## config.mk

```make
export PLATFORM = sky130hd
export DESIGN_NAME = tcw_queue
export DESIGN_NICKNAME = d
export VERILOG_FILES = /design/src/rtl/core/tcw_pkg.sv /design/src/rtl/core/tcw_queue.sv
export SDC_FILE = /design/constraint.sdc
export NUM_CORES = 1
export LEC_CHECK = 0
export ABC_AREA = 0
export BUFFER_PORTS_ARGS = -buffer_cell sky130_fd_sc_hd__buf_2
export CORE_MARGIN = 3
export CORE_UTILIZATION = 52
export DETAILED_ROUTE_END_ITERATION = 10
export MAX_ROUTING_LAYER = met4
export PLACE_DENSITY = 0.79
export SKIP_CTS_REPAIR_TIMING = 1
export SYNTH_ARGS = -nofsm -noshare
export SYNTH_HDL_FRONTEND = slang
export SYNTH_SLANG_ARGS = --single-unit
```

## constraint.sdc

```tcl
create_clock -name clk -period 2.8 [get_ports clk]
set_input_delay 0.56 -clock clk [delete_from_list [all_inputs] [get_ports clk]]
set_output_delay 0.56 -clock clk [all_outputs]
set_load 0.02 [all_outputs]
```

## src/rtl/core/tcw_pkg.sv

```systemverilog
// tcw_pkg: shared types and constants of the text console writer.
// Holds the port item structs, the decoded command and the queue depth.
// No dependencies.
`timescale 1ns / 1ps

package tcw_pkg;

	// Opcodes of an input item
	localparam logic [1:0] OP_PUT   = 2'd0;
	localparam logic [1:0] OP_MOVE  = 2'd1;
	localparam logic [1:0] OP_CLEAR = 2'd2;
	localparam logic [1:0] OP_READ  = 2'd3;

	localparam logic [7:0] NEWLINE_CODE = 8'd10;
	localparam logic [7:0] SPACE_CODE   = 8'd32;
	localparam logic [7:0] CLEAR_COLOR_RESET = 8'd15;

	// Command queue between front and back
	localparam int QDEPTH = 2;
	localparam int QPTR_W = (QDEPTH > 1) ? $clog2(QDEPTH) : 1;
	localparam int QCNT_W = $clog2(QDEPTH + 1);

	typedef struct packed {
		logic [1:0] opcode;
		logic [7:0] char_code;
		logic [7:0] char_color;
		logic [4:0] target_row;
		logic [6:0] target_col;
	} in_item_t;

	typedef struct packed {
		logic [4:0] cursor_row;
		logic [6:0] cursor_col;
		logic [7:0] cell_char;
		logic [7:0] cell_color;
		logic       scrolled;
	} out_item_t;

	// Decoded kind of work for the back end
	typedef enum logic [2:0] {
		K_PUT     = 3'd0,
		K_NEWLINE = 3'd1,
		K_MOVE    = 3'd2,
		K_CLEAR   = 3'd3,
		K_READ    = 3'd4
	} kind_t;

	// Row and column are already saturated to the screen bounds
	typedef struct packed {
		kind_t      kind;
		logic [7:0] char_code;
		logic [7:0] char_color;
		logic [4:0] row;
		logic [6:0] col;
	} cmd_t;

	// Queue head as seen by the back end
	typedef struct packed {
		logic valid;
		cmd_t cmd;
	} q_head_t;

endpackage

```

## src/rtl/core/tcw_queue.sv

```systemverilog
// tcw_queue: short command queue between the front and the back end.
// Depends on tcw_pkg.
`timescale 1ns / 1ps

module tcw_queue import tcw_pkg::*; (
	input  logic    clk,
	input  logic    arst_n,
	input  logic    push,
	input  cmd_t    push_cmd,
	input  logic    pop,
	output logic    full,
	output q_head_t head
);

	cmd_t              slot_q [QDEPTH];
	logic [QPTR_W-1:0] wr_ptr_q;
	logic [QPTR_W-1:0] rd_ptr_q;
	logic [QCNT_W-1:0] count_q;
	logic              do_pop;

	assign full       = (count_q == QCNT_W'(QDEPTH));
	assign head.valid = (count_q != '0);
	assign head.cmd   = slot_q[rd_ptr_q];
	assign do_pop     = pop && head.valid;

	// Storage
	always_ff @(posedge clk) begin
		if (push) begin
			slot_q[wr_ptr_q] <= push_cmd;
		end
	end

	// Pointers and fill level
	always_ff @(posedge clk or negedge arst_n) begin
		if (!arst_n) begin
			wr_ptr_q <= '0;
			rd_ptr_q <= '0;
			count_q  <= '0;
		end else begin
			if (push) begin
				wr_ptr_q <= (wr_ptr_q == QPTR_W'(QDEPTH - 1)) ? '0 : wr_ptr_q + 1'b1;
			end
			if (do_pop) begin
				rd_ptr_q <= (rd_ptr_q == QPTR_W'(QDEPTH - 1)) ? '0 : rd_ptr_q + 1'b1;
			end
			if (push && !do_pop) begin
				count_q <= count_q + 1'b1;
			end else if (do_pop && !push) begin
				count_q <= count_q - 1'b1;
			end
		end
	end

endmodule

```

==> results.yml, run 1 <==
grt:
  grt_usage: 0.158
  antenna_found_initial: 0
  overflow: 0
  grt_max_degree: 23
  grtUsageMet3: 0.0591
  gr-usage-met1: 0.183
  first_global_vias: 1333
  grt_first_pass_wirelength_mm: 6.63
  top_usage_layer: "met2"
  met2_usage: 0.250
power:
  vdd_ir_drop_max_mv: 0.505
  pwr-share-clk: 0.265
  switching_share: 0.304
  pwr-share-seq: 0.405
  p_sw_uw: 1080
  power_density_nw_per_um2: 1100
  leakage_uw: 0.00133
  combPwrFrac: 0.330
  p_int_uw: 2460
synthesis:
  synth.avg_cell_area_um2: 22.9
  ys_ff_latch: 66
  syn_nets: 149
  syn_inst: 113
  seq_area_frac_synth: 0.760
  synth_warnings: 0
  synthTopCellsByArea: "edfxtp_1, mux2_4, dfrtp_1"
  synth_top_area_frac: 0.721
  synthesis.area_um2: 2580
  synth.distinct_cells: 14
  synth_area_leader_cell: "edfxtp_1"
drt:
  num_vias: 1266
  drc: 0
  via_per_inst: 4.81
  drt-wirelength-per-cell_um: 16.0
  first_pass_iters: 4
  detail-route-antenna-nets: 0
  finalWirelength_mm: 4.22
  drtIter0Drc: 46
timing:
  fin_tns_setup_ns: 0
  fin_crit_sh: 0.791
  fin_skew_ns: 0.00601
  drv_slew: 0
  finalSetupViolations: 0
  layout_min_cycle_time_ns: 2.21
  fmax_mhz: 452
  relSlewSlack: 0.663
  grt_setup_unrepaired: "false"
  worst_pin_slew_ns: 0.505
  hold_viol_final: 0
clock_network:
  cts_max_level: 3
  insertion_delay_ns: 0.33
  cts_tree: "yes"
  clockRootBuffer: "clkbuf_8"
  cts_sinks: 66
  cts_buffers: 9
  path_clk_slew_ns: 0.07
  ctsLongestPathBuffers: 2
final_layout:
  fill_cells: 340
  nets: 227
  antenna_cells: 0
  instances_no_fill: 263
  syn_to_final_growth_pct: 24.8
  drive_gt1_frac: 0.612
critical_path:
  r2r_cells: 2
  crit_fanout: 22
  slowest_stage: "dfrtp_2"
  critPathMaxStageDelay_ns: 0.58
  cp.required_ns: 2.24
  end_kind: "primary output"
  crit_chain: "buf_12, mux2_4, buf_2"
  worstSetupPathType: "flop to primary output"
  arrival_ns: 1.65
  startpoint_type: "flop"
die:
  fp.coreArea_um2: 4750
  fp.dieW_um: 76.5
  io_pins: 68
  std_cell_rows: 25
  die_h_um: 76.5
  initial_core_util: 0.543
  die_area_um2: 5850
placed_design:
  hpwl_mm: 2.83
  placed_cells: 247
  portBuffers: 67
  routabilityCongestion: 0.650
flow_run:
  cap_violations: 0
run_status:
  status: "finished, final reports clean"
worst_hold_path:
  hold_class: "input pin to asynchronous set/reset pin"
flip-flops by register name (all words and copies together), names as in the netlist:
register / cells
rd_ptr_q: 1
wr_ptr_q: 1
count_q: 2
slot_q: 62
worst paths after layout:
path / end / start / slack, ns
min reg2reg: count_q[1] / count_q[1] / 0.51
max in group asynchronous: rd_ptr_q / arst_n / 2.64
max reg2reg: slot_q[0][23] / wr_ptr_q / 1.28
max: head[26] / rd_ptr_q / 0.59
min: rd_ptr_q / arst_n / 0.03
min in group clk: slot_q[0][15] / push_cmd[15] / 0.41
cell usage in the layout (no fill, tap or decap):
cell type | netlist | final
buf_12 | 3 | 1
dfrtp_2 | 0 | 1
clkinv_1 | 0 | 1
xnor2_1 | 2 | 2
buf_2 | 0 | 67
edfxtp_1 | 62 | 62
nand2_2 | 1 | 1
mux2_2 | 2 | 2
ha_1 | 1 | 1
and2_1 | 1 | 1
or2_1 | 1 | 1
buf_4 | 0 | 3
clkinv_2 | 0 | 1
inv_6 | 0 | 1
nor2b_4 | 0 | 1
nor2_1 | 1 | 1
xor2_1 | 3 | 3
dfrtp_1 | 4 | 3
bufinv_16 | 0 | 3
clkinv_4 | 0 | 1
mux2_4 | 29 | 29
clkbuf_8 | 0 | 9
nor2b_1 | 2 | 1
cells by family (layout without fill, tap and decap cells):
group | count (synthesis) | count (layout) | synth area share
AND/OR/NAND/NOR | 6 | 6 | 0.0136
XOR/XNOR | 5 | 5 | 0.0170
flip-flops | 66 | 66 | 0.760
buffers and inverters | 4 | 87 | 0.0276
adder cells (fa/ha/maj) | 1 | 1 | 0.00484
multiplexers | 31 | 31 | 0.177
synthesized netlist by cell type:
master and number:
and2_1 1, buf_12 3, buf_6 1, dfrtp_1 4
edfxtp_1 62, ha_1 1, mux2_2 2, mux2_4 29
nand2_2 1, nor2_1 1, nor2b_1 2, or2_1 1
xnor2_1 2, xor2_1 3
worst max-delay path: cells and delay by family, from the launching register on:
family / cells / cell delay, ns
buffers and inverters: 2 / 0.42
DFF: 1 / 0.58
muxes: 1 / 0.32
per-layer routing:
| layer | share of wire | wire (um) |
|---|---|---|
| met1 | 0.42 | 1760 |
| met2 | 0.51 | 2140 |
| met3 | 0.071 | 299 |
| met4 | 0.0055 | 23 |
| met5 | 0 | 0 |
final cells by class:
cell class                      count  area [um2]  share of cell area
Multi-Input combinational cell     43         557               0.173
Timing Repair Buffer               71         378               0.117
Clock buffer                        9         124              0.0384
Tap cell                           67        83.8              0.0260
Clock inverter                      7         116              0.0361
Sequential cell                    66        1960               0.609
power groups by stage:
stage / Clock [uW] / Combinational [uW] / Sequential, uW
6_report: 936 / 1170 / 1430
5_1_grt: 1000 / 1230 / 1450
4_1_cts: 959 / 1180 / 1430
3_5_place_dp: 0 / 1170 / 1450
3_3_place_gp: 0 / 1150 / 1430
2_1_floorplan: 0 / 978 / 1390
through the flow:
step	hold slack, ns	utilization	instance area, um2	setup slack, ns	power (uW)
after floorplan	0.264	-	2580	0.412	2370
after global placement	0.370	0.627	2980	0.957	2580
after detailed placement	0.377	0.627	2980	0.929	2620
after CTS	0.0127	0.678	3220	0.558	3570
after global routing	0.0108	0.678	3220	0.514	3690
final	0.0266	0.678	3220	0.585	3530
Power figures use the tool's default switching activity.
==> run 2, diff against run 1 <==
- CORE_UTILIZATION: 52 -> 47
- PLACE_DENSITY: 0.79 -> 0.75
- clock period: 2.8 -> 1.9 ns (I/O delays scaled with it)
==> run 2 against run 1 <==
Combinational power increased by 55%. Cell area shrank 0.70%. Clock power grew 13%. Total power grew 39%. Critical endpoint is now head[28]. Utilization shrank 6.3 points. Sequential cell count is the same. Via count decreased by 2.8%. Wire length decreased by 3.6%.
==> results.yml, run 2 (synthesis results as in run 1) <==
critical_path:
  worstSetupPathType: "flop to primary output"
  cp.required_ns: 1.52
  arrival_ns: 1.43
  startpoint: "rd_ptr_q"
  startpoint_type: "flop"
  r2r_start: "count_q[0]"
  end_kind: "primary output"
  rrSetupSlack_ns: 0.44
  crit_fanout: 15
drt:
  num_vias: 1231
  first_pass_iters: 4
  drt-wirelength-per-cell_um: 15.3
  drtIter0Drc: 90
  detail-route-antenna-nets: 0
  finalWirelength_mm: 4.07
  drc: 0
  via_per_inst: 4.63
die:
  die_area_um2: 6420
  fp.coreArea_um2: 5200
  io_pins: 68
  fp.dieW_um: 80.1
  die_h_um: 80.1
  std_cell_rows: 26
  initial_core_util: 0.496
final_layout:
  top_regs: "slot_q (62), count_q (2)"
  multi_input_area_um2: 557
  antenna_cells: 0
  layout_common_cells: "buf_2, edfxtp_1, mux2_4"
  regArea_um2: 1960
  fin_area_um2: 3200
  final_common_cell: "buf_2"
  largest-register: "slot_q"
  drive_gt1_frac: 0.597
  fill_cells: 391
  largest_reg_flops: 62
  syn_to_final_growth_pct: 23.9
  nets: 228
grt:
  antenna_found_initial: 0
  grt_first_pass_wirelength_mm: 6.40
  first_global_vias: 1328
  overflow: 0
  grt_usage: 0.143
  grt_max_degree: 27
clock_network:
  insertion_delay_ns: 0.33
  cts_buffers: 9
  cts_tree: "yes"
  ctsLongestPathBuffers: 2
  cts_max_level: 3
  clockRootBuffer: "clkbuf_8"
  cts_sinks: 66
  path_clk_slew_ns: 0.06
worst_hold_path:
  hp-start: "push_cmd[3]"
  hold_class: "input pin to flop"
timing:
  hold_viol_final: 0
  drv_slew: 0
  relSlewSlack: 0.775
  whs_ns: 0.235
  fin_crit_sh: 0.955
  finalSetupViolations: 0
  worst_pin_slew_ns: 0.337
  fmax_mhz: 551
  layout_min_cycle_time_ns: 1.81
  grt_setup_unrepaired: "false"
  fin_skew_ns: 0.00333
placed_design:
  routabilityCongestion: 0.642
  portBuffers: 67
  hpwl_mm: 2.83
  placed_area_um2: 3010
power:
  vdd_ir_drop_max_mv: 0.816
  power_density_nw_per_um2: 1540
  leakage_uw: 0.00131
flow_run:
  cap_violations: 0
run_status:
  status: "finished, final reports clean"
==> run 2: final timing paths <==
check | to | cells past startpoint
min in group asynchronous | count_q[1] | 2
hold / removal | slot_q[1][3] | 1
setup / recovery | head[28] | 3
setup reg to reg | count_q[1] | 5
max in group asynchronous | rd_ptr_q | 2
hold reg to reg | count_q[1] | 1
==> run 2: power breakdown <==
| group | switching [uW] | internal, uW | leakage [uW] |
|---|---|---|---|
| Clock | 473 | 590 | 0.0000906 |
| Combinational | 956 | 854 | 0.000591 |
| Sequential | 110 | 1940 | 0.000628 |
==> run 2: stage by stage <==
step	utilization	total power, uW	setup slack (ns)	TNS, ns	cells
global placement	0.578	3850	0.389	0	250
global route	0.615	5170	0.0167	0	266
detailed placement	0.578	3920	0.344	0	250
floorplan	-	3490	0.264	0	113
finish	0.615	4920	0.0856	0	266
CTS	0.612	4980	-0.0201	-0.133	265
==> run 2: worst max-delay path, cell delays in order (launching register included) <==
cell     delay, ns
dfrtp_2       0.39
buf_6         0.23
mux2_4        0.33
buf_2         0.16
==> run 2: routing by layer <==
layer,GRT usage,up-vias,share of wire
li1,-,591,-
met1,0.155,595,0.38
met2,0.235,37,0.54
met3,0.0538,8,0.063
met4,0.0659,0,0.016
met5,-,-,0
==> run 2: cell type report <==
class	count	share of cell area
Timing Repair Buffer	72	0.130
Multi-Input combinational cell	43	0.174
Clock buffer	11	0.0411
Tap cell	70	0.0274
Clock inverter	4	0.0137
Sequential cell	66	0.614
