**src/rtl/core/tcw_pkg.sv**
```systemverilog
// tcw_pkg: shared types and constants of the text console writer.
// Holds the port item structs, the decoded command and the queue depth.
// No dependencies.
`timescale 1ns / 1ps

package tcw_pkg;

	// Opcodes of an input item
	localparam logic [1:0] OP_PUT   = 2'd0;
	localparam logic [1:0] OP_MOVE  = 2'd1;
	localparam logic [1:0] OP_CLEAR = 2'd2;
	localparam logic [1:0] OP_READ  = 2'd3;

	localparam logic [7:0] NEWLINE_CODE = 8'd10;
	localparam logic [7:0] SPACE_CODE   = 8'd32;
	localparam logic [7:0] CLEAR_COLOR_RESET = 8'd15;

	// Command queue between front and back
	localparam int QDEPTH = 2;
	localparam int QPTR_W = (QDEPTH > 1) ? $clog2(QDEPTH) : 1;
	localparam int QCNT_W = $clog2(QDEPTH + 1);

	typedef struct packed {
		logic [1:0] opcode;
		logic [7:0] char_code;
		logic [7:0] char_color;
		logic [4:0] target_row;
		logic [6:0] target_col;
	} in_item_t;

	typedef struct packed {
		logic [4:0] cursor_row;
		logic [6:0] cursor_col;
		logic [7:0] cell_char;
		logic [7:0] cell_color;
		logic       scrolled;
	} out_item_t;

	// Decoded kind of work for the back end
	typedef enum logic [2:0] {
		K_PUT     = 3'd0,
		K_NEWLINE = 3'd1,
		K_MOVE    = 3'd2,
		K_CLEAR   = 3'd3,
		K_READ    = 3'd4
	} kind_t;

	// Row and column are already saturated to the screen bounds
	typedef struct packed {
		kind_t      kind;
		logic [7:0] char_code;
		logic [7:0] char_color;
		logic [4:0] row;
		logic [6:0] col;
	} cmd_t;

	// Queue head as seen by the back end
	typedef struct packed {
		logic valid;
		cmd_t cmd;
	} q_head_t;

endpackage

```
**src/rtl/core/tcw_front.sv**
```systemverilog
// tcw_front: accepts input items, decodes the opcode and saturates targets.
// Depends on tcw_pkg; feeds tcw_queue.
`timescale 1ns / 1ps

module tcw_front import tcw_pkg::*; #(
	parameter int ROWS = 25,
	parameter int COLS = 80
) (
	input  logic      in_valid,
	input  in_item_t  in_item,
	input  logic      q_full,
	output logic      push,
	output cmd_t      push_cmd
);

	localparam logic [6:0] ROW_MAX = 7'(ROWS - 1);
	localparam logic [7:0] COL_MAX = 8'(COLS - 1);

	logic [4:0] row_sat;
	logic [6:0] col_sat;

	// Clamp targets that lie beyond the last row or column
	assign row_sat = ({2'b00, in_item.target_row} > ROW_MAX) ? ROW_MAX[4:0]
	                                                          : in_item.target_row;
	assign col_sat = ({1'b0, in_item.target_col} > COL_MAX) ? COL_MAX[6:0]
	                                                         : in_item.target_col;

	assign push = in_valid && !q_full;

	// Classify the item
	always_comb begin
		push_cmd.char_code  = in_item.char_code;
		push_cmd.char_color = in_item.char_color;
		push_cmd.row        = row_sat;
		push_cmd.col        = col_sat;
		case (in_item.opcode)
			OP_PUT: begin
				push_cmd.kind = (in_item.char_code == NEWLINE_CODE) ? K_NEWLINE : K_PUT;
			end
			OP_MOVE:  push_cmd.kind = K_MOVE;
			OP_CLEAR: push_cmd.kind = K_CLEAR;
			OP_READ:  push_cmd.kind = K_READ;
			default:  push_cmd.kind = K_READ;
		endcase
	end

endmodule

```
**config.mk**
```make
export PLATFORM = sky130hd
export DESIGN_NAME = tcw_front
export DESIGN_NICKNAME = d
export VERILOG_FILES = /design/src/rtl/core/tcw_pkg.sv /design/src/rtl/core/tcw_front.sv
export SDC_FILE = /design/constraint.sdc
export NUM_CORES = 1
export LEC_CHECK = 0
export BUFFER_PORTS_ARGS = -buffer_cell sky130_fd_sc_hd__buf_2
export CELL_PAD_IN_SITES_DETAIL_PLACEMENT = 0
export CELL_PAD_IN_SITES_GLOBAL_PLACEMENT = 1
export CORE_MARGIN = 2
export CORE_UTILIZATION = 13
export DETAILED_ROUTE_END_ITERATION = 7
export GPL_TIMING_DRIVEN = 0
export PLACE_DENSITY_LB_ADDON = 0.1
export SETUP_SLACK_MARGIN = 0.15
export SYNTH_ARGS = -nofsm -noshare
export SYNTH_HDL_FRONTEND = slang
export SYNTH_SLANG_ARGS = --single-unit
```
**constraint.sdc**
```tcl
create_clock -name vclk -period 0.83
set_input_delay 0.0415 -clock vclk [all_inputs]
set_output_delay 0.0415 -clock vclk [all_outputs]
set_load 0.02 [all_outputs]
```
==> flow_metrics.py, run 1 <==
metrics = {
    "synthesis": {
        "yosysTopAreaCellShare": 0.412,
        "synthTopCellsByArea": "buf_4 (41%), ha_1 (13%), nand2b_1 (8.6%), nor2b_1 (8.6%), and2_1 (6.4%)",
        "syn_inst": 41,
        "syn_nets": 76,
        "ys_seq_area_frac": 0,
        "synth.most_common_cell": "buf_4",
        "syn_avg_cell_area_um2": 7.11,
        "synth.largest_area_cell": "buf_4",
        "yosys_warnings": 0,
        "syn_area_um2": 292,
        "synthTopCellsByCount": "buf_4 (16), nand2b_1 (4), nor2b_1 (4)",
        "synth.distinct_cells": 12,
    },
    "floorplanning": {
        "core.rowCount": 17,
        "core_area_um2": 2170,
        "die_x_um": 51.4,
        "start_util": 0.134,
        "dieArea_um2": 2640,
        "io_pins": 64,
        "die_h_um": 51.4,
    },
    "worst_setup_path": {
        "cpPeakStageDelay_ns": 0.24,
        "crit_path_start_kind": "input pin",
        "cp_data_arrival_time_ns": 0.79,
        "cp_cell_sequence": "buf_8 -> inv_6 -> ha_4 -> nor2b_1 -> a32o_2 -> buf_6",
        "endpoint_kind": "output pin",
        "crit_slowest_cell": "a32o_2",
        "crit_fanout": 2,
        "critPathRequiredTime_ns": 0.79,
        "critical_path_class": "in -> out",
    },
    "timing": {
        "maxSlewViolCount": 0,
        "hold_viol": 0,
        "period_share": 0.997,
        "final.setup.worst_slack_ns": 0.00208,
        "fin_crit_ns": 0.828,
        "slew_headroom": 0.864,
        "setup-violations-final": 0,
        "rsz0062_at_grt": "true",
        "fmax_mhz": 1210,
        "fin_tns_setup_ns": 0,
        "worst_pin_slew_ns": 0.203,
        "holdWs_ns": 0.299,
    },
    "cells_and_area": {
        "drive_gt1_frac": 0.806,
        "multi_input_area_um2": 174,
        "regArea_um2": 0,
        "area_delta_synth_final_pct": 131,
        "fin_area_um2": 673,
        "clock_buffers": 0,
        "layout.nets": 135,
        "num_antenna_cells": 0,
        "fill_cells": 247,
        "final_cell_count_no_fill": 126,
        "nFlopsAndLatches": 0,
    },
    "routing": {
        "viasPerCell": 3.46,
        "firstDrtPassIters": 1,
        "wl_um": 930,
        "drcViolationCount": 0,
        "avgRoutedWirePerCell_um": 7.38,
        "dr.first_iter.drc_count": 0,
        "vias": 436,
        "ant_nets": 0,
    },
    "grt": {
        "grt_pass1_vias": 350,
        "grt_pass1_wl_um": 1310,
        "grt_use_total": 0.0602,
        "grt_antenna_before_repair": 0,
        "grt_max_degree": 5,
        "grt-ovfl-total": 0,
    },
    "pwr": {
        "vdd_ir_drop_max_mv": 0.182,
        "p_leak_nw": 0.399,
        "p_per_area_nw_per_um2": 598,
    },
    "placement": {
        "gp_congestion": 0.673,
        "dpl.cell_count": 125,
        "postPlaceCellArea_um2": 609,
        "place_hpwl_um": 834,
        "numPortBuffers": 56,
        "place_worst_setup_slack_ns": -0.0822,
    },
    "clock_tree": {
        "postCtsHoldBufs": 0,
    },
    "worst_hold_path": {
        "min_path_type": "in -> out",
    },
    "job": {
        "max-cap-violations": 0,
    },
    "run_status": {
        "outcome": "finished, final reports clean",
    },
}
-- cells by family after synthesis --
family | Yosys count | share of synthesized area
simple gates | 14 | 0.326
compound gates | 2 | 0.0558
buf+inv | 22 | 0.489
fa+ha+maj | 3 | 0.129
-- power by group --
group	switching, W	total, W	internal, W
logic	0.000207	0.000403	0.000196
clock network	0	0	0
registers	0	0	0
-- metal layers --
layer,share of wire,vias to the layer above,global-route usage
met2,0.48,40,0.128
li1,-,223,-
met1,0.37,173,0.0684
met4,0,0,0
met5,0,-,0
met3,0.16,0,0.00292
-- worst max-delay path: cells and delay by family --
family / cells / cell delay, ns
buf+inv: 3 / 0.24
compound gates: 1 / 0.24
fa+ha+maj: 1 / 0.14
simple gates: 1 / 0.12
-- stage by stage --
stage,utilization,power [W]
2_1_floorplan,-,0.000229
3_3_place_gp,0.281,0.000374
3_5_place_dp,0.281,0.000371
4_1_cts,0.302,0.000396
5_1_grt,0.310,0.000434
6_report,0.310,0.000403
-- cells in the final DEF, fill, tap and decap left out --
cell and n:
ha_4 1, nor2b_1 4, inv_1 1, buf_8 2, buf_6 1, nand2b_1 4
nor4b_4 1, nand2_1 1, nor3b_1 1, ha_1 2, buf_4 17, a32o_2 1
inv_6 1, and2_1 3, o21ai_2 1, clkbuf_1 3, inv_4 1, buf_2 53
-- area by class of cell --
cell class	instances	share of cell area
buffer	19	0.195
inverter	3	0.0279
multi-input combinational	19	0.258
tap	28	0.0520
timing repair buffer	57	0.467
-- final timing paths --
check / startpoint / endpoint / slack [ns] / cells after the start
worst max-delay path: in_item[28] / push_cmd[28] / 0.002 / 6
worst min-delay path: in_item[14] / push_cmd[14] / 0.30 / 2
-- timing repair --
action / 4_1_cts / 5_1_grt
setup endpoints to repair: 6 / 1
resized for setup: 12 / 2
setup buffers: 0 / 1
pin swaps: 1 / 1
No activity file was read; power rests on OpenSTA's default activity.
==> run 2: changes to the inputs <==
--- a/config.mk
+++ b/config.mk
@@ -12,7 +12,7 @@
 export CORE_UTILIZATION = 13
 export DETAILED_ROUTE_END_ITERATION = 7
 export GPL_TIMING_DRIVEN = 0
-export PLACE_DENSITY_LB_ADDON = 0.1
+export PLACE_DENSITY = 0.82
 export SETUP_SLACK_MARGIN = 0.15
 export SYNTH_ARGS = -nofsm -noshare
 export SYNTH_HDL_FRONTEND = slang
==> run 2 against run 1 <==
Effect of this change:
- count of clock-buffer cells in the layout is the same
- total power grew 0.33%
- worst hold slack gained 0.0010 ns
- sequential cell count is the same
- sequential share of layout area is the same
- via count grew 1.8%
- final area grew 0.56%
- cell count is the same
- routed wire length shrank 4.9%
- global-route usage shrank 0.061 points
- die area is the same
- first-iteration DRC count grew 2
- largest cell class unchanged
- highest routed layer unchanged
==> flow_metrics.py, run 2 (same netlist as run 1, synthesis figures left out) <==
metrics = {
    "cells_and_area": {
        "nFlopsAndLatches": 0,
        "fin_util": 0.312,
        "drive_gt1_frac": 0.816,
        "final_cell_mix": "buf_2 (53), buf_4 (17), nand2b_1 (4)",
        "layout.nets": 135,
        "final_cell_count_no_fill": 126,
        "num_antenna_cells": 0,
        "fill_cells": 242,
        "clock_buffers": 0,
        "area_delta_synth_final_pct": 132,
        "regArea_um2": 0,
        "mostFrequentLayoutCell": "buf_2",
    },
    "timing": {
        "fin_tns_setup_ns": 0,
        "rsz0062_at_grt": "true",
        "slew_headroom": 0.872,
        "hold_viol": 0,
        "fin_crit_ns": 0.814,
        "period_share": 0.980,
        "fmax_mhz": 1230,
        "worst_pin_slew_ns": 0.192,
        "maxSlewViolCount": 0,
        "holdWs_ns": 0.300,
        "setup-violations-final": 0,
    },
    "worst_setup_path": {
        "cp_data_arrival_time_ns": 0.77,
        "crit_path_start_kind": "input pin",
        "crit_fanout": 2,
        "critPathRequiredTime_ns": 0.79,
        "critical_path_class": "in -> out",
        "endpoint_kind": "output pin",
    },
    "pwr": {
        "combPwrFrac": 1.000,
        "power_w": 0.000404,
        "switchingPower_w": 0.000206,
        "p_int_w": 0.000198,
        "p_per_area_nw_per_um2": 597,
        "p_leak_nw": 0.398,
        "power_frac_seq": 0,
        "vdd_ir_drop_max_mv": 0.230,
        "power_frac_clock": 0,
        "switching_share": 0.510,
    },
    "routing": {
        "drcViolationCount": 0,
        "dr.first_iter.drc_count": 2,
        "wl_um": 884,
        "avgRoutedWirePerCell_um": 7.02,
        "vias": 444,
        "firstDrtPassIters": 4,
        "viasPerCell": 3.52,
        "ant_nets": 0,
    },
    "floorplanning": {
        "dieArea_um2": 2640,
        "core_area_um2": 2170,
        "core.rowCount": 17,
        "start_util": 0.134,
        "io_pins": 64,
        "die_h_um": 51.4,
        "die_x_um": 51.4,
    },
    "grt": {
        "grt_max_degree": 5,
        "grt_pass1_wl_um": 1300,
        "grt_pass1_vias": 330,
        "grt_use_total": 0.0596,
        "grt-ovfl-total": 0,
        "grt_antenna_before_repair": 0,
    },
    "worst_hold_path": {
        "min_from": "in_item[14]",
        "hold_depth": 2,
        "whs_endpoint": "push_cmd[14]",
        "min_path_type": "in -> out",
    },
    "placement": {
        "dpl.cell_count": 125,
        "gp_congestion": 0.660,
        "place_hpwl_um": 810,
        "numPortBuffers": 56,
    },
    "run_status": {
        "outcome": "finished, final reports clean",
    },
    "job": {
        "max-cap-violations": 0,
    },
}
-- run 2: what timing repair did --
action                                  CTS  global route
pin swaps                                 2             2
hold buffers                              0             0
buffers inserted                          0             1
resized for setup                        12             3
endpoints found under the setup margin    5             2
-- run 2: worst max-delay path by stage --
stage	depth (start not counted)	startpoint	endpoint	slack (ns)
6_report	6	in_item[28]	push_cmd[28]	0.02
5_1_grt	6	in_item[28]	push_cmd[28]	-0.004
4_1_cts	6	in_item[29]	push_cmd[28]	-0.01
3_5_place_dp	6	in_item[28]	push_cmd[28]	-0.08
3_3_place_gp	6	in_item[28]	push_cmd[28]	-0.06
2_1_floorplan	4	in_item[28]	push_cmd[28]	0.15
-- run 2: metal layers --
metal / routed length [um] / track usage
met1: 285 / 0.0614
met3: 136 / 0.00292
met4: 0 / 0
met5: 0 / 0
met2: 463 / 0.134
-- run 2: critical path: stages --
cell and delay [ns]:
buf_8 0.08, inv_4 0.03, ha_4 0.15, nor2b_4 0.11, a32o_2 0.23, buf_6 0.13
-- run 2: metrics by stage --
stage               cell area, um2  setup slack [ns]
global route                   677          -0.00420
finish                         677            0.0163
CTS                            654           -0.0125
floorplan                      294             0.151
global placement               609           -0.0604
detailed placement             609           -0.0775
-- run 2: area by class of cell --
class              instances  area, um2  share of cell area
multi-input cells         19        180               0.266
inverters                  3       16.3              0.0240
plain buffers             19        131               0.194
repair buffers            57        314               0.464
well taps                 28       35.0              0.0518
-- run 2: power by group through the flow --
stage	logic (W)	clock network, W	registers (W)
after global placement	0.000366	0	0
after CTS	0.000395	0	0
final	0.000404	0	0
after floorplan	0.000229	0	0
after global routing	0.000438	0	0
after detailed placement	0.000371	0	0
